[src/rtl/mfv_pkg.sv]
package mfv_pkg;

  localparam logic [7:0] START_LONG  = 8'h68;
  localparam logic [7:0] START_SHORT = 8'h10;
  localparam logic [7:0] STOP_BYTE   = 8'h16;
  localparam logic [7:0] ACK_BYTE    = 8'hE5;
  localparam logic [7:0] CI_RESPONSE = 8'h72;

  localparam int unsigned POS_W     = 9;
  localparam int unsigned HDR_SLOTS = 13;
  localparam int unsigned SLOT_W    = 4;

  localparam int unsigned QDEPTH = 2;
  localparam int unsigned QPTR_W = $clog2(QDEPTH);
  localparam int unsigned QCNT_W = $clog2(QDEPTH + 1);

  localparam logic [2:0] ST_OK        = 3'd0;
  localparam logic [2:0] ST_SHORT     = 3'd1;
  localparam logic [2:0] ST_BAD_START = 3'd2;
  localparam logic [2:0] ST_BAD_LEN   = 3'd3;
  localparam logic [2:0] ST_BAD_STOP  = 3'd4;
  localparam logic [2:0] ST_BAD_SUM   = 3'd5;

  localparam logic [1:0] KIND_UNKNOWN = 2'd0;
  localparam logic [1:0] KIND_ACK     = 2'd1;
  localparam logic [1:0] KIND_SHORT   = 2'd2;
  localparam logic [1:0] KIND_LONG    = 2'd3;

  typedef enum logic [2:0] {
    OP_IGNORE,
    OP_SUM,
    OP_CHK_LEN,
    OP_CHK_START,
    OP_CHK_SUM,
    OP_CHK_STOP
  } op_e;

  typedef struct packed {
    op_e               op;
    logic [7:0]        data;
    logic              store_en;
    logic [SLOT_W-1:0] slot;
    logic              last;
    logic [1:0]        kind;
    logic              too_short;
    logic              trunc;
    logic [7:0]        len;
  } item_t;

  typedef struct packed {
    logic [2:0]  status;
    logic [1:0]  kind;
    logic [7:0]  ctrl;
    logic [7:0]  addr;
    logic [7:0]  ci;
    logic [7:0]  len;
    logic [31:0] sec_addr;
    logic [15:0] manu;
    logic [7:0]  version;
    logic [7:0]  med_code;
    logic [7:0]  access;
    logic [7:0]  mstatus;
  } verdict_t;

endpackage

[src/rtl/mfv_front.sv]
module mfv_front (
  input  logic          clk_i,
  input  logic          rst_ni,
  input  logic          valid_i,
  input  logic [7:0]    byte_i,
  input  logic          last_i,
  input  logic          full_i,
  output logic          ready_o,
  output logic          push_o,
  output mfv_pkg::item_t item_o
);

  logic [mfv_pkg::POS_W-1:0] pos_q, pos_d;
  logic [7:0]                first_q, first_d;
  logic [7:0]                len_q, len_d;
  logic                      done_q, done_d;
  logic [7:0]                cur_first;
  logic [9:0]                pos_x, lim3, lim4, lim5;
  logic                      accept;

  assign ready_o = !full_i;
  assign accept  = valid_i && !full_i;
  assign push_o  = accept;

  assign cur_first = (pos_q == '0) ? byte_i : first_q;
  assign pos_x     = {1'b0, pos_q};
  assign lim3      = {2'b00, len_q} + 10'd3;
  assign lim4      = {2'b00, len_q} + 10'd4;
  assign lim5      = {2'b00, len_q} + 10'd5;

  always_comb begin
    pos_d   = pos_q;
    first_d = first_q;
    len_d   = len_q;
    done_d  = done_q;
    item_o          = '0;
    item_o.op       = mfv_pkg::OP_IGNORE;
    item_o.data     = byte_i;
    item_o.last     = last_i;
    if (!done_q) begin
      if (pos_q == '0) begin
        first_d = byte_i;
        if (byte_i != mfv_pkg::START_SHORT && byte_i != mfv_pkg::START_LONG) begin
          done_d = 1'b1;
        end
      end else if (first_q == mfv_pkg::START_SHORT) begin
        if (pos_q == 9'd1 || pos_q == 9'd2) begin
          item_o.op       = mfv_pkg::OP_SUM;
          item_o.store_en = 1'b1;
          item_o.slot     = pos_q[mfv_pkg::SLOT_W-1:0] - 4'd1;
        end else if (pos_q == 9'd3) begin
          item_o.op = mfv_pkg::OP_CHK_SUM;
        end else if (pos_q == 9'd4) begin
          item_o.op = mfv_pkg::OP_CHK_STOP;
          done_d    = 1'b1;
        end
      end else begin
        if (pos_q == 9'd1) begin
          len_d = byte_i;
        end else if (pos_q == 9'd2) begin
          item_o.op = mfv_pkg::OP_CHK_LEN;
        end else if (pos_q == 9'd3) begin
          item_o.op = mfv_pkg::OP_CHK_START;
        end else if (pos_x <= lim3) begin
          item_o.op = mfv_pkg::OP_SUM;
          if (pos_q <= 9'd16) begin
            item_o.store_en = 1'b1;
            item_o.slot     = pos_q[mfv_pkg::SLOT_W-1:0] - 4'd4;
          end
        end else if (pos_x == lim4) begin
          item_o.op = mfv_pkg::OP_CHK_SUM;
        end else if (pos_x == lim5) begin
          item_o.op = mfv_pkg::OP_CHK_STOP;
          done_d    = 1'b1;
        end
      end
    end
    if (pos_q != '1) begin
      pos_d = pos_q + 1'b1;
    end

    item_o.len = len_d;
    unique case (cur_first)
      mfv_pkg::ACK_BYTE:    item_o.kind = mfv_pkg::KIND_ACK;
      mfv_pkg::START_SHORT: item_o.kind = mfv_pkg::KIND_SHORT;
      mfv_pkg::START_LONG:  item_o.kind = mfv_pkg::KIND_LONG;
      default:              item_o.kind = mfv_pkg::KIND_UNKNOWN;
    endcase
    item_o.too_short = (cur_first == mfv_pkg::START_SHORT) ? (pos_q < 9'd4) : (pos_q < 9'd8);
    item_o.trunc     = ({2'b00, len_d} + 10'd6) > (pos_x + 10'd1);

    if (last_i) begin
      pos_d   = '0;
      first_d = '0;
      len_d   = '0;
      done_d  = 1'b0;
    end
  end

  always_ff @(posedge clk_i or negedge rst_ni) begin
    if (!rst_ni) begin
      pos_q   <= '0;
      first_q <= '0;
      len_q   <= '0;
      done_q  <= 1'b0;
    end else if (accept) begin
      pos_q   <= pos_d;
      first_q <= first_d;
      len_q   <= len_d;
      done_q  <= done_d;
    end
  end

endmodule

[src/rtl/mfv_fifo.sv]
module mfv_fifo (
  input  logic           clk_i,
  input  logic           rst_ni,
  input  logic           push_i,
  input  mfv_pkg::item_t item_i,
  output logic           full_o,
  input  logic           pop_i,
  output logic           valid_o,
  output mfv_pkg::item_t item_o
);

  mfv_pkg::item_t                 mem_q [mfv_pkg::QDEPTH];
  logic [mfv_pkg::QPTR_W-1:0]     wr_ptr_q, rd_ptr_q;
  logic [mfv_pkg::QCNT_W-1:0]     cnt_q;
  logic                           do_pop;

  assign full_o  = (cnt_q == mfv_pkg::QCNT_W'(mfv_pkg::QDEPTH));
  assign valid_o = (cnt_q != '0);
  assign item_o  = mem_q[rd_ptr_q];
  assign do_pop  = pop_i && valid_o;

  always_ff @(posedge clk_i) begin
    if (push_i) begin
      mem_q[wr_ptr_q] <= item_i;
    end
  end

  always_ff @(posedge clk_i or negedge rst_ni) begin
    if (!rst_ni) begin
      wr_ptr_q <= '0;
      rd_ptr_q <= '0;
      cnt_q    <= '0;
    end else begin
      if (push_i) begin
        wr_ptr_q <= (wr_ptr_q == mfv_pkg::QPTR_W'(mfv_pkg::QDEPTH - 1)) ? '0 : wr_ptr_q + 1'b1;
      end
      if (do_pop) begin
        rd_ptr_q <= (rd_ptr_q == mfv_pkg::QPTR_W'(mfv_pkg::QDEPTH - 1)) ? '0 : rd_ptr_q + 1'b1;
      end
      if (push_i && !do_pop) begin
        cnt_q <= cnt_q + 1'b1;
      end else if (do_pop && !push_i) begin
        cnt_q <= cnt_q - 1'b1;
      end
    end
  end

  assert property (@(posedge clk_i) disable iff (!rst_ni)
    cnt_q <= mfv_pkg::QCNT_W'(mfv_pkg::QDEPTH))
    else $error("queue count beyond depth");

  assert property (@(posedge clk_i) disable iff (!rst_ni)
    full_o |-> !push_i)
    else $error("push into full queue");

endmodule

[src/rtl/mfv_back.sv]
module mfv_back (
  input  logic              clk_i,
  input  logic              rst_ni,
  input  logic              q_valid_i,
  input  mfv_pkg::item_t    q_item_i,
  output logic              q_pop_o,
  output logic              out_valid_o,
  input  logic              out_ready_i,
  output mfv_pkg::verdict_t out_o
);

  logic [7:0]        sum_q, sum_d;
  logic [2:0]        fe_q, fe_d, err;
  logic [7:0]        slot_q [mfv_pkg::HDR_SLOTS];
  logic [7:0]        slot_nx [mfv_pkg::HDR_SLOTS];
  logic              out_valid_q;
  mfv_pkg::verdict_t out_q, verdict;
  logic              pop;
  logic              fields, hdr;

  assign pop     = q_valid_i && (!q_item_i.last || !out_valid_q || out_ready_i);
  assign q_pop_o = pop;

  always_comb begin
    err   = mfv_pkg::ST_OK;
    sum_d = sum_q;
    case (q_item_i.op)
      mfv_pkg::OP_SUM:       sum_d = sum_q + q_item_i.data;
      mfv_pkg::OP_CHK_LEN:   if (q_item_i.data != q_item_i.len) err = mfv_pkg::ST_BAD_LEN;
      mfv_pkg::OP_CHK_START: if (q_item_i.data != mfv_pkg::START_LONG) err = mfv_pkg::ST_BAD_START;
      mfv_pkg::OP_CHK_SUM:   if (q_item_i.data != sum_q) err = mfv_pkg::ST_BAD_SUM;
      mfv_pkg::OP_CHK_STOP:  if (q_item_i.data != mfv_pkg::STOP_BYTE) err = mfv_pkg::ST_BAD_STOP;
      default:               err = mfv_pkg::ST_OK;
    endcase
    fe_d = fe_q;
    if (err != mfv_pkg::ST_OK && (fe_q == mfv_pkg::ST_OK || err < fe_q)) begin
      fe_d = err;
    end
    for (int k = 0; k < mfv_pkg::HDR_SLOTS; k++) begin
      slot_nx[k] = (q_item_i.store_en && q_item_i.slot == mfv_pkg::SLOT_W'(k))
                   ? q_item_i.data : slot_q[k];
    end
  end

  always_comb begin
    verdict      = '0;
    verdict.kind = q_item_i.kind;
    unique case (q_item_i.kind)
      mfv_pkg::KIND_ACK:   verdict.status = mfv_pkg::ST_OK;
      mfv_pkg::KIND_SHORT: verdict.status = q_item_i.too_short ? mfv_pkg::ST_SHORT : fe_d;
      mfv_pkg::KIND_LONG: begin
        if (q_item_i.too_short) begin
          verdict.status = mfv_pkg::ST_SHORT;
        end else if (fe_d == mfv_pkg::ST_BAD_START || fe_d == mfv_pkg::ST_BAD_LEN) begin
          verdict.status = fe_d;
        end else if (q_item_i.trunc) begin
          verdict.status = mfv_pkg::ST_SHORT;
        end else begin
          verdict.status = fe_d;
        end
      end
      default:             verdict.status = mfv_pkg::ST_BAD_START;
    endcase
    fields = (verdict.status == mfv_pkg::ST_OK) &&
             (q_item_i.kind == mfv_pkg::KIND_SHORT || q_item_i.kind == mfv_pkg::KIND_LONG);
    hdr    = fields && (q_item_i.kind == mfv_pkg::KIND_LONG) &&
             (slot_nx[2] == mfv_pkg::CI_RESPONSE);
    if (fields) begin
      verdict.ctrl = slot_nx[0];
      verdict.addr = slot_nx[1];
      if (q_item_i.kind == mfv_pkg::KIND_LONG) begin
        verdict.ci  = slot_nx[2];
        verdict.len = q_item_i.len;
      end
    end
    if (hdr) begin
      verdict.sec_addr = {slot_nx[6], slot_nx[5], slot_nx[4], slot_nx[3]};
      verdict.manu     = {slot_nx[8], slot_nx[7]};
      verdict.version  = slot_nx[9];
      verdict.med_code = slot_nx[10];
      verdict.access   = slot_nx[11];
      verdict.mstatus  = slot_nx[12];
    end
  end

  always_ff @(posedge clk_i or negedge rst_ni) begin
    if (!rst_ni) begin
      sum_q <= '0;
      fe_q  <= mfv_pkg::ST_OK;
      for (int k = 0; k < mfv_pkg::HDR_SLOTS; k++) begin
        slot_q[k] <= '0;
      end
    end else if (pop) begin
      if (q_item_i.last) begin
        sum_q <= '0;
        fe_q  <= mfv_pkg::ST_OK;
        for (int k = 0; k < mfv_pkg::HDR_SLOTS; k++) begin
          slot_q[k] <= '0;
        end
      end else begin
        sum_q <= sum_d;
        fe_q  <= fe_d;
        for (int k = 0; k < mfv_pkg::HDR_SLOTS; k++) begin
          slot_q[k] <= slot_nx[k];
        end
      end
    end
  end

  always_ff @(posedge clk_i or negedge rst_ni) begin
    if (!rst_ni) begin
      out_valid_q <= 1'b0;
    end else if (pop && q_item_i.last) begin
      out_valid_q <= 1'b1;
    end else if (out_ready_i) begin
      out_valid_q <= 1'b0;
    end
  end

  always_ff @(posedge clk_i) begin
    if (pop && q_item_i.last) begin
      out_q <= verdict;
    end
  end

  assign out_valid_o = out_valid_q;
  assign out_o       = out_q;

  assert property (@(posedge clk_i) disable iff (!rst_ni)
    out_valid_q |-> out_q.status <= mfv_pkg::ST_BAD_SUM)
    else $error("status code out of range");

  assert property (@(posedge clk_i) disable iff (!rst_ni)
    out_valid_q && out_q.status != mfv_pkg::ST_OK |->
      out_q.ctrl == 8'd0 && out_q.addr == 8'd0 && out_q.sec_addr == 32'd0)
    else $error("fields set on an error verdict");

  assert property (@(posedge clk_i) disable iff (!rst_ni)
    out_valid_q && out_q.kind == mfv_pkg::KIND_UNKNOWN |-> out_q.status == mfv_pkg::ST_BAD_START)
    else $error("unknown frame not flagged as bad start");

  assert property (@(posedge clk_i) disable iff (!rst_ni)
    out_valid_q && out_q.kind == mfv_pkg::KIND_ACK |-> out_q.status == mfv_pkg::ST_OK)
    else $error("ack verdict not ok");

endmodule

[src/rtl/mbus_frame_validator.sv]
// Checks one received M-Bus buffer (ack byte, short frame or long frame) fed one byte per
// transaction, with tlast on the final byte of the buffer, and returns one verdict transaction
// per buffer carrying status, frame kind, C, A, CI, L and, for a good long frame with CI 0x72,
// the response header. Bytes are taken at one per clock while the queue is not full; the
// verdict is output once its last byte has passed the two-entry queue between the classifying
// front end and the checking back end and then the output register. While a verdict waits on
// m_axis_tready, bytes keep flowing until the final byte of the next buffer reaches the head
// of the queue and one more transaction has queued behind it.
module mbus_frame_validator (
  input  logic         clk_i,
  input  logic         rst_ni,
  input  logic         s_axis_tvalid,
  output logic         s_axis_tready,
  input  logic [7:0]   s_axis_tdata,   // rx_byte
  input  logic         s_axis_tlast,   // end_of_buffer
  output logic         m_axis_tvalid,
  input  logic         m_axis_tready,
  // status, control_field, address_field, control_info, length_field, secondary_address,
  // manufacturer_code, device_version, medium_code, access_number, meter_status, zero pad
  output logic [119:0] m_axis_tdata,
  output logic [1:0]   m_axis_tuser    // frame_kind
);

  logic              push, full, q_valid, q_pop;
  mfv_pkg::item_t    f_item, q_item;
  mfv_pkg::verdict_t res;

  mfv_front u_front (
    .clk_i   (clk_i),
    .rst_ni  (rst_ni),
    .valid_i (s_axis_tvalid),
    .byte_i  (s_axis_tdata),
    .last_i  (s_axis_tlast),
    .full_i  (full),
    .ready_o (s_axis_tready),
    .push_o  (push),
    .item_o  (f_item)
  );

  mfv_fifo u_fifo (
    .clk_i   (clk_i),
    .rst_ni  (rst_ni),
    .push_i  (push),
    .item_i  (f_item),
    .full_o  (full),
    .pop_i   (q_pop),
    .valid_o (q_valid),
    .item_o  (q_item)
  );

  mfv_back u_back (
    .clk_i       (clk_i),
    .rst_ni      (rst_ni),
    .q_valid_i   (q_valid),
    .q_item_i    (q_item),
    .q_pop_o     (q_pop),
    .out_valid_o (m_axis_tvalid),
    .out_ready_i (m_axis_tready),
    .out_o       (res)
  );

  assign m_axis_tuser = res.kind;
  assign m_axis_tdata = {5'd0, res.mstatus, res.access, res.med_code, res.version, res.manu,
                         res.sec_addr, res.len, res.ci, res.addr, res.ctrl, res.status};

endmodule

[config.mk]
export PLATFORM = sky130hd
export DESIGN_NAME = mbus_frame_validator
export DESIGN_NICKNAME = d
export VERILOG_FILES = /design/src/rtl/mfv_pkg.sv /design/src/rtl/mfv_front.sv /design/src/rtl/mfv_fifo.sv /design/src/rtl/mfv_back.sv /design/src/rtl/mbus_frame_validator.sv
export SDC_FILE = /design/constraint.sdc
export NUM_CORES = 1
export LEC_CHECK = 0
export ABC_AREA = 1
export BUFFER_PORTS_ARGS = -buffer_cell sky130_fd_sc_hd__buf_2
export CAP_MARGIN = 20
export CORE_MARGIN = 2
export CORE_UTILIZATION = 40
export CTS_BUF_LIST = sky130_fd_sc_hd__clkbuf_2 sky130_fd_sc_hd__clkbuf_4 sky130_fd_sc_hd__clkbuf_8
export CTS_CLUSTER_DIAMETER = 40
export CTS_CLUSTER_SIZE = 14
export DETAILED_ROUTE_END_ITERATION = 10
export HOLD_SLACK_MARGIN = 0.02
export PLACE_DENSITY = 0.68
export SLEW_MARGIN = 15
export SYNTH_ARGS = -nofsm -noshare
export SYNTH_HDL_FRONTEND = slang
export SYNTH_SLANG_ARGS = --single-unit
[constraint.sdc]
create_clock -name clk_i -period 4.4 [get_ports clk_i]
set_clock_uncertainty 0.05 [all_clocks]
set_input_delay 0.44 -clock clk_i [delete_from_list [all_inputs] [get_ports clk_i]]
set_output_delay 0.44 -clock clk_i [all_outputs]
set_load 0.05 [all_outputs]
# Word-level counts from Yosys, hierarchy flattened
# Memory sizes are Yosys's and may differ from the RTL's.
# Index checks and enable logic that the tools add are counted.
dict set report totals {
  regBits 263
  mem_bits_rw 58
  input_bits 13
  output_inout_bits 124
  wordCells 229
  mem_count 1
}
dict set report op_classes {
  addsub 13
  n_lt_le_gt_ge 6
  n_eq_ne 42
  mux 83
  n_reduce_logical 49
}
# memory depth word_bits read_ports rd_ports_with_merged_regs wr line
set mem_list {}
lappend mem_list {u_fifo.mem_q 2 29 1 0 1 mfv_fifo.sv:12} ;# mfv_pkg::item_t mem_q [mfv_pkg::QDEPTH];
# operator n
set op_table {}
lappend op_table {{2-to-1 mux 8 bit} 23}
lappend op_table {{2-to-1 mux 104 bit} 1}
lappend op_table {{2-to-1 mux 3 bit} 20}
lappend op_table {{2-to-1 mux 5 bit} 9}
lappend op_table {{adder 8 x 3 -> 9 bit, second input constant} 3}
lappend op_table {{logical AND 1 bit} 24}
lappend op_table {{2-to-1 mux 1 bit} 21}
lappend op_table {{equality test 4 bit, second input constant} 5}
lappend op_table {{equality test 9 x 10 -> 1 bit} 2}
lappend op_table {{equality test 9 x 2 -> 1 bit, second input constant} 2}
lappend op_table {{2-to-1 mux 9 bit} 2}
lappend op_table {{equality test 4 x 3 -> 1 bit, second input constant} 4}
lappend op_table {{equality test 8 x 5 -> 1 bit, second input constant} 2}
lappend op_table {{equality test 8 x 7 -> 1 bit, second input constant} 2}
lappend op_table {{!= test 8 x 5 -> 1 bit, second input constant} 2}
lappend op_table {{!= test 8 x 7 -> 1 bit, second input constant} 2}
lappend op_table {{!= test 8 bit} 2}
lappend op_table {{equality test 3 x 2 -> 1 bit, second input constant} 4}
lappend op_table {{case mux 3 bit (4 select lines)} 1}
lappend op_table {{adder 9 x 1 -> 10 bit, second input constant} 1}
lappend op_table {{> comparator 10 bit} 1}
lappend op_table {{less-or-equal comparator 9 x 10 -> 1 bit} 1}
lappend op_table {{nonzero test 2 bit} 5}
lappend op_table {{adder 8 x 2 -> 9 bit, second input constant} 1}
lappend op_table {{32 further kinds} 53}

# Logic depth before layout (Yosys ltp)
# An unclocked memory read counts as a cell.
dict set report depth {
  word_depth 17
  ltp_mapped 26
  depth_no_buf 24
}

# By module
# From an unflattened synthesis, not the netlist that was laid out.
dict set report unflattened {
  cells_unflattened 1692
  area_unflattened_um2 15778.9
}
# mod n_inst cells_per_inst area_each_um2 seq_area_each_um2
set modules_own_cells {}
lappend modules_own_cells {mfv_back 1 1025 10167.3 6416.2}
lappend modules_own_cells {mfv_front 1 482 3255.6 650.6}
lappend modules_own_cells {mfv_fifo 1 179 2314.7 1841.8}
lappend modules_own_cells {mbus_frame_validator 1 6 41.3 0.0}

# Worst setup path before layout
# No wires, ideal clock.
dict set report synth_timing {
  path_type {reg-to-reg}
  start {register u_fifo.rd_ptr_q}
  end {register u_back.out_q, in the netlist u_back.out_o[0] (enable)}
  setup_time_ns 0.470
  arrival_ns 3.857
  t_required_ns 3.880
  slack_ns 0.023
  stages_incl_launch_ff 9
  path_buffers 3
  synth_period_minus_slack_ns 4.377
  cell_sequence {dfrtp_1 > buf_2 > buf_6 > nand2_1 > nand2_1 > a31oi_1 > clkbuf_1 > nand2_1 > inv_1}
}
dict set report synth_between {
  elab_chain_cells 6
}
# item line
set synth_rtl {}
lappend synth_rtl {{start: declaration} mfv_fifo.sv:13} ;# logic [mfv_pkg::QPTR_W-1:0] wr_ptr_q, rd_ptr_q;
lappend synth_rtl {{start signal: assignment} mfv_fifo.sv:38} ;# rd_ptr_q <= (rd_ptr_q == mfv_pkg::QPTR_W'(mfv_pkg::QDEPTH - 1)) ? '0 : rd_ptr_q + 1'b1;
lappend synth_rtl {{memory (2 x 29 bit) *} -}
lappend synth_rtl {{logical NOT 1 bit} mfv_back.sv:21} ;# assign pop = q_valid_i && (!q_item_i.last || !out_valid_q || out_ready_i);
lappend synth_rtl {{logical OR 1 bit (2 in a row)} mfv_back.sv:21}
lappend synth_rtl {{logical AND 1 bit} mfv_back.sv:21}
lappend synth_rtl {{logical AND 1 bit *} mfv_back.sv:121} ;# if (pop && q_item_i.last) begin
lappend synth_rtl {{end signal: assignment} mfv_back.sv:122} ;# out_q <= verdict;
lappend synth_rtl {{end: declaration} mfv_back.sv:17} ;# mfv_pkg::verdict_t out_q, verdict;
# Every way passes the cells marked *; elsewhere a longest branch is shown, timed or not.
# A chain may end at the register's enable or synchronous reset.

# Worst setup path after layout
dict set report layout_timing {
  start {register u_fifo.rd_ptr_q}
  end {register u_back.out_q, in the netlist u_back.out_o[66], data pin}
}
dict set report layout_between {
  elab_chain_cells 17
  elab_cells_between_ends 42
  cone_classes {order compare (1); eq/ne (16); mux (13); reduce/logical (11); memory (1)}
}
# item line
set layout_rtl {}
lappend layout_rtl {{memory (2 x 29 bit) *} -}
lappend layout_rtl {{!= test 8 bit (tied with other cells)} mfv_back.sv:31} ;# mfv_pkg::OP_CHK_SUM: if (q_item_i.data != sum_q) err = mfv_pkg::ST_BAD_SUM;
lappend layout_rtl {{2-to-1 mux 3 bit (tied with other cells)} mfv_back.sv:31}
lappend layout_rtl {{case mux 3 bit (4 select lines)} mfv_back.sv:27} ;# case (q_item_i.op)
lappend layout_rtl {{< comparator 3 bit} mfv_back.sv:36} ;# if (err != mfv_pkg::ST_OK && (fe_q == mfv_pkg::ST_OK || err < fe_q)) begin
lappend layout_rtl {{logical OR 1 bit} mfv_back.sv:36}
lappend layout_rtl {{logical AND 1 bit} mfv_back.sv:36}
lappend layout_rtl {{2-to-1 mux 3 bit} mfv_back.sv:36}
lappend layout_rtl {{equality test 3 x 2 -> 1 bit} mfv_back.sv:54} ;# end else if (fe_d == mfv_pkg::ST_BAD_START || fe_d == mfv_pkg::ST_BAD_LEN) begin
lappend layout_rtl {{logical OR 1 bit} mfv_back.sv:54}
lappend layout_rtl {{2-to-1 mux 3 bit} mfv_back.sv:54}
lappend layout_rtl {{2-to-1 mux 3 bit} mfv_back.sv:52} ;# if (q_item_i.too_short) begin
lappend layout_rtl {{case mux 3 bit (3 select lines)} mfv_back.sv:48} ;# unique case (q_item_i.kind)
lappend layout_rtl {{logical NOT 3 bit} mfv_back.sv:64} ;# fields = (verdict.status == mfv_pkg::ST_OK) &&
lappend layout_rtl {{logical AND 1 bit} mfv_back.sv:64}
lappend layout_rtl {{logical AND 1 bit (2 in a row)} mfv_back.sv:66} ;# hdr = fields && (q_item_i.kind == mfv_pkg::KIND_LONG) &&
# Marks and branches as above.

==> run_results.csv <==
group,metric,value,unit
route,routed_wl,38500,um
worst_setup_path,path_class,"flop to flop",
clocking,cts_root_buf,"clkbuf_8",
timing,setup_viol,0,
worst_setup_path,slowest_delay,0.45,ns
global_route,grt_pass1_wl,62300,um
flow_run,maxCapViolations,0,
power_and_ir_drop,p_leak,7.45,nW
synth,seq_area_frac_synth,57.7,%
power_and_ir_drop,power_density,842,nW/um2
floorplanning,pin_count,137,
clocking,numClockSinks,321,
synth,yosys_warnings,0,
synth,yosysUniqueCellTypes,54,
synth,synth_ff_type,"edfxtp_1",
cells_and_area,final_cell_mix,"404 x nand2_1, 230 x o21ai_0, 175 x edfxtp_1",
clocking,cts-htree-levels,2,
cells_and_area,nNetsFinal,1827,
route,drc,0,
worst_setup_path,path_buf_inv,3,
synth,async_flop_share,45.5,%
floorplanning,initial_core_util,40.8,%
route,ant_nets,0,
place,port_buffers,131,
global_route,antenna_found_initial,0,
timing,max_freq,0.249,GHz
place,hpwl,26900,um
place,routabilityCongestion,0.862,
route,first_pass_iters,5,
synth,synth_fa_ha_area_share,3.45,%
cells_and_area,post-route-util,46.7,%
worst_setup_path,crit_path_cell_trace,"buf_4 -> nand2_1 -> nand2_1 -> ha_1 -> nor4_1 -> nand3_1 -> nand2_1 -> nand2_1 -> ha_1 -> nand2_1 -> inv_1 -> nand2_1 -> nand2_1 -> nand2_2 -> nand2_1 -> nand2_1 -> nand2_1 -> nor2_1 -> nand3_1 -> nor2_2 -> nand4_4 -> buf_4 -> nor2_2",
global_route,grt_pass1_vias,11500,
floorplanning,die_area,40200,um2
timing,tns,0,ns
synth,synthMuxAreaShare,0.130,%
worst_setup_path,cp_max_fo,18,
route,vias_per_cell,5.13,
worst_setup_path,critPathSlowestCell,"dfrtp_1",
timing,fin_hold_ws,0.0926,ns
synth,postSynthAreaPerCell,9.46,um2
clocking,clkLatencyLatePin,0.59,ns
timing,finalCritPeriodShare,91.5,%
timing,final_hold_viol_count,0,
power_and_ir_drop,finalPower,0.0149,W
worst_setup_path,cp.required,4.79,ns
worst_setup_path,path_common_cell,"nand2_1",
synth,netlist_instances,1633,
clocking,cts_buffers,43,
synth,yosys.area_share.simple,18.9,%
place,placed_cells,2237,
route,drtIter0Drc,932,
synth,synth-xor-area-share,1.93,%
timing,finalCriticalPeriod,4.02,ns
timing,drv_slew,0,
timing,relSlewSlack,31.6,%
power_and_ir_drop,max-vdd-ir-drop,0.276,mV
cells_and_area,drive_gt1_share,19.4,%
clocking,cts.reportedPaths.clkPinSlew,0.08,ns
cells_and_area,antenna_cells,0,
floorplanning,coreArea,37800,um2
cells_and_area,fillers,3552,
floorplanning,die_w,200,um
synth,synth_edf_count,175,
route,wire_per_inst,16.6,um
synth,synthesis.area,15400,um2
global_route,grt-ovfl-total,0,
floorplanning,num_rows,71,
synth,ys_ff_latch,321,
floorplanning,die_height,200,um
global_route,grt_usage,19.3,%
worst_setup_path,cp-start-kind,"flop",
worst_setup_path,end_kind,"flop",
clocking,clockBufferDepth,3,
cells_and_area,layout_commonest_cell,"nand2_1",
synth,synth_compound_area_share,11.7,%
synth,synth_top_family_by_area,"simple AND/OR/NAND/NOR gates",
timing,tightest_slew,1.02,ns
global_route,grt_max_degree,89,
run_status,status,"finished clean",
clocking,tritoncts,"built",
min_path,hp-class,"input port to flop",
worst_setup_path,crit_arrival,4.42,ns
cells_and_area,syn_to_final_growth,14.3,%
route,vias,11900,
worst_setup_path,crit_family,"simple AND/OR/NAND/NOR gates",
cells_and_area,fin_cells,2318,
-- cell type report --
class                      instances  area [um2]  share of cell area, %
clock buffer                      46         614                   3.48
clock inverter                    34         344                   1.95
inverter                         153         581                   3.29
multi-input combinational       1090        5620                   31.9
sequential                       321        8910                   50.5
tap                              511         639                   3.62
timing repair buffer             163         942                   5.34
-- sequential cells by signal (all words and copies together), names as in the netlist, 2 cells and up --
register and count:
u_fifo.mem_q 58, u_back.out_o 117, u_back.slot_q 104, u_front.first_q 8, u_back.sum_q 8, u_back.fe_q 3
u_front.len_q 8, u_front.pos_q 9, u_fifo.cnt_q 2
-- cells by family (layout without fill, tap and decap cells) --
family	after synthesis	in the layout
AO/OA/AOI/OAI	332	332
XOR/XNOR	34	34
adder cells (fa/ha/maj)	42	42
buffers and inverters	226	396
flip-flops	321	321
multiplexers	2	2
other	1	5
AND/OR/NAND/NOR	675	675
-- metal layers --
metal / wire length (um) / part of all wire (%) / GRT usage (%)
met2: 18400 / 48 / 31.9
met4: 876 / 2.3 / 5.79
met3: 2150 / 5.6 / 3.17
met5: 0 / 0 / 0
met1: 17000 / 44 / 26.1
-- per-stage QoR --
stage	area [um2]	setup slack, ns
finish	17700	0.376
global route	17700	-0.0116
CTS	17600	0.285
detailed placement	16700	0.314
global placement	16700	0.348
floorplan	15500	0.0230
-- what timing repair did --
item,in CTS,in global routing
endpoints found under the setup margin,0,11
setup buffers,0,0
hold buffers,1,0
hold endpoints to repair,67,0
gates resized for setup,0,6
-- synth_stat cells, types with 14 or more instances --
cell type  number  area [um2]
o21ai_0       232        1160
xor2_1         25         219
ha_1           41         513
inv_1         141         529
clkbuf_1       49         184
nand4_1        14        87.6
edfxtp_1      175        5260
nor3_1         17        85.1
nor2_1        111         417
nor2_2         81         507
nand3_1        25         125
nand2_1       404        1520
o22ai_1        43         269
a21oi_1        19        95.1
dfrtp_1       146        3650
-- power by group --
group          leakage [nW]  internal, W  switching, W
Combinational          3.29      0.00178       0.00548
Sequential             3.68      0.00463      0.000526
Clock                 0.472      0.00116       0.00130
Total                  7.45      0.00756       0.00730
-- path summary, 6_finish.rpt --
path,from,end,slack (ns),depth (start not counted)
hold reg to reg,u_back.slot_q[9],u_back.slot_q[9],0.44,2
setup reg to reg,u_fifo.rd_ptr_q,u_back.out_o[66],0.38,23
hold / removal,s_axis_tlast,u_fifo.mem_q[0][12],0.09,1
min in group asynchronous,rst_ni,u_back.slot_q[85],0.40,2
max in group asynchronous,rst_ni,u_back.slot_q[21],3.01,3
setup / recovery,u_fifo.rd_ptr_q,u_back.out_o[66],0.38,23
Note: power is estimated with default switching activity, not from simulation.
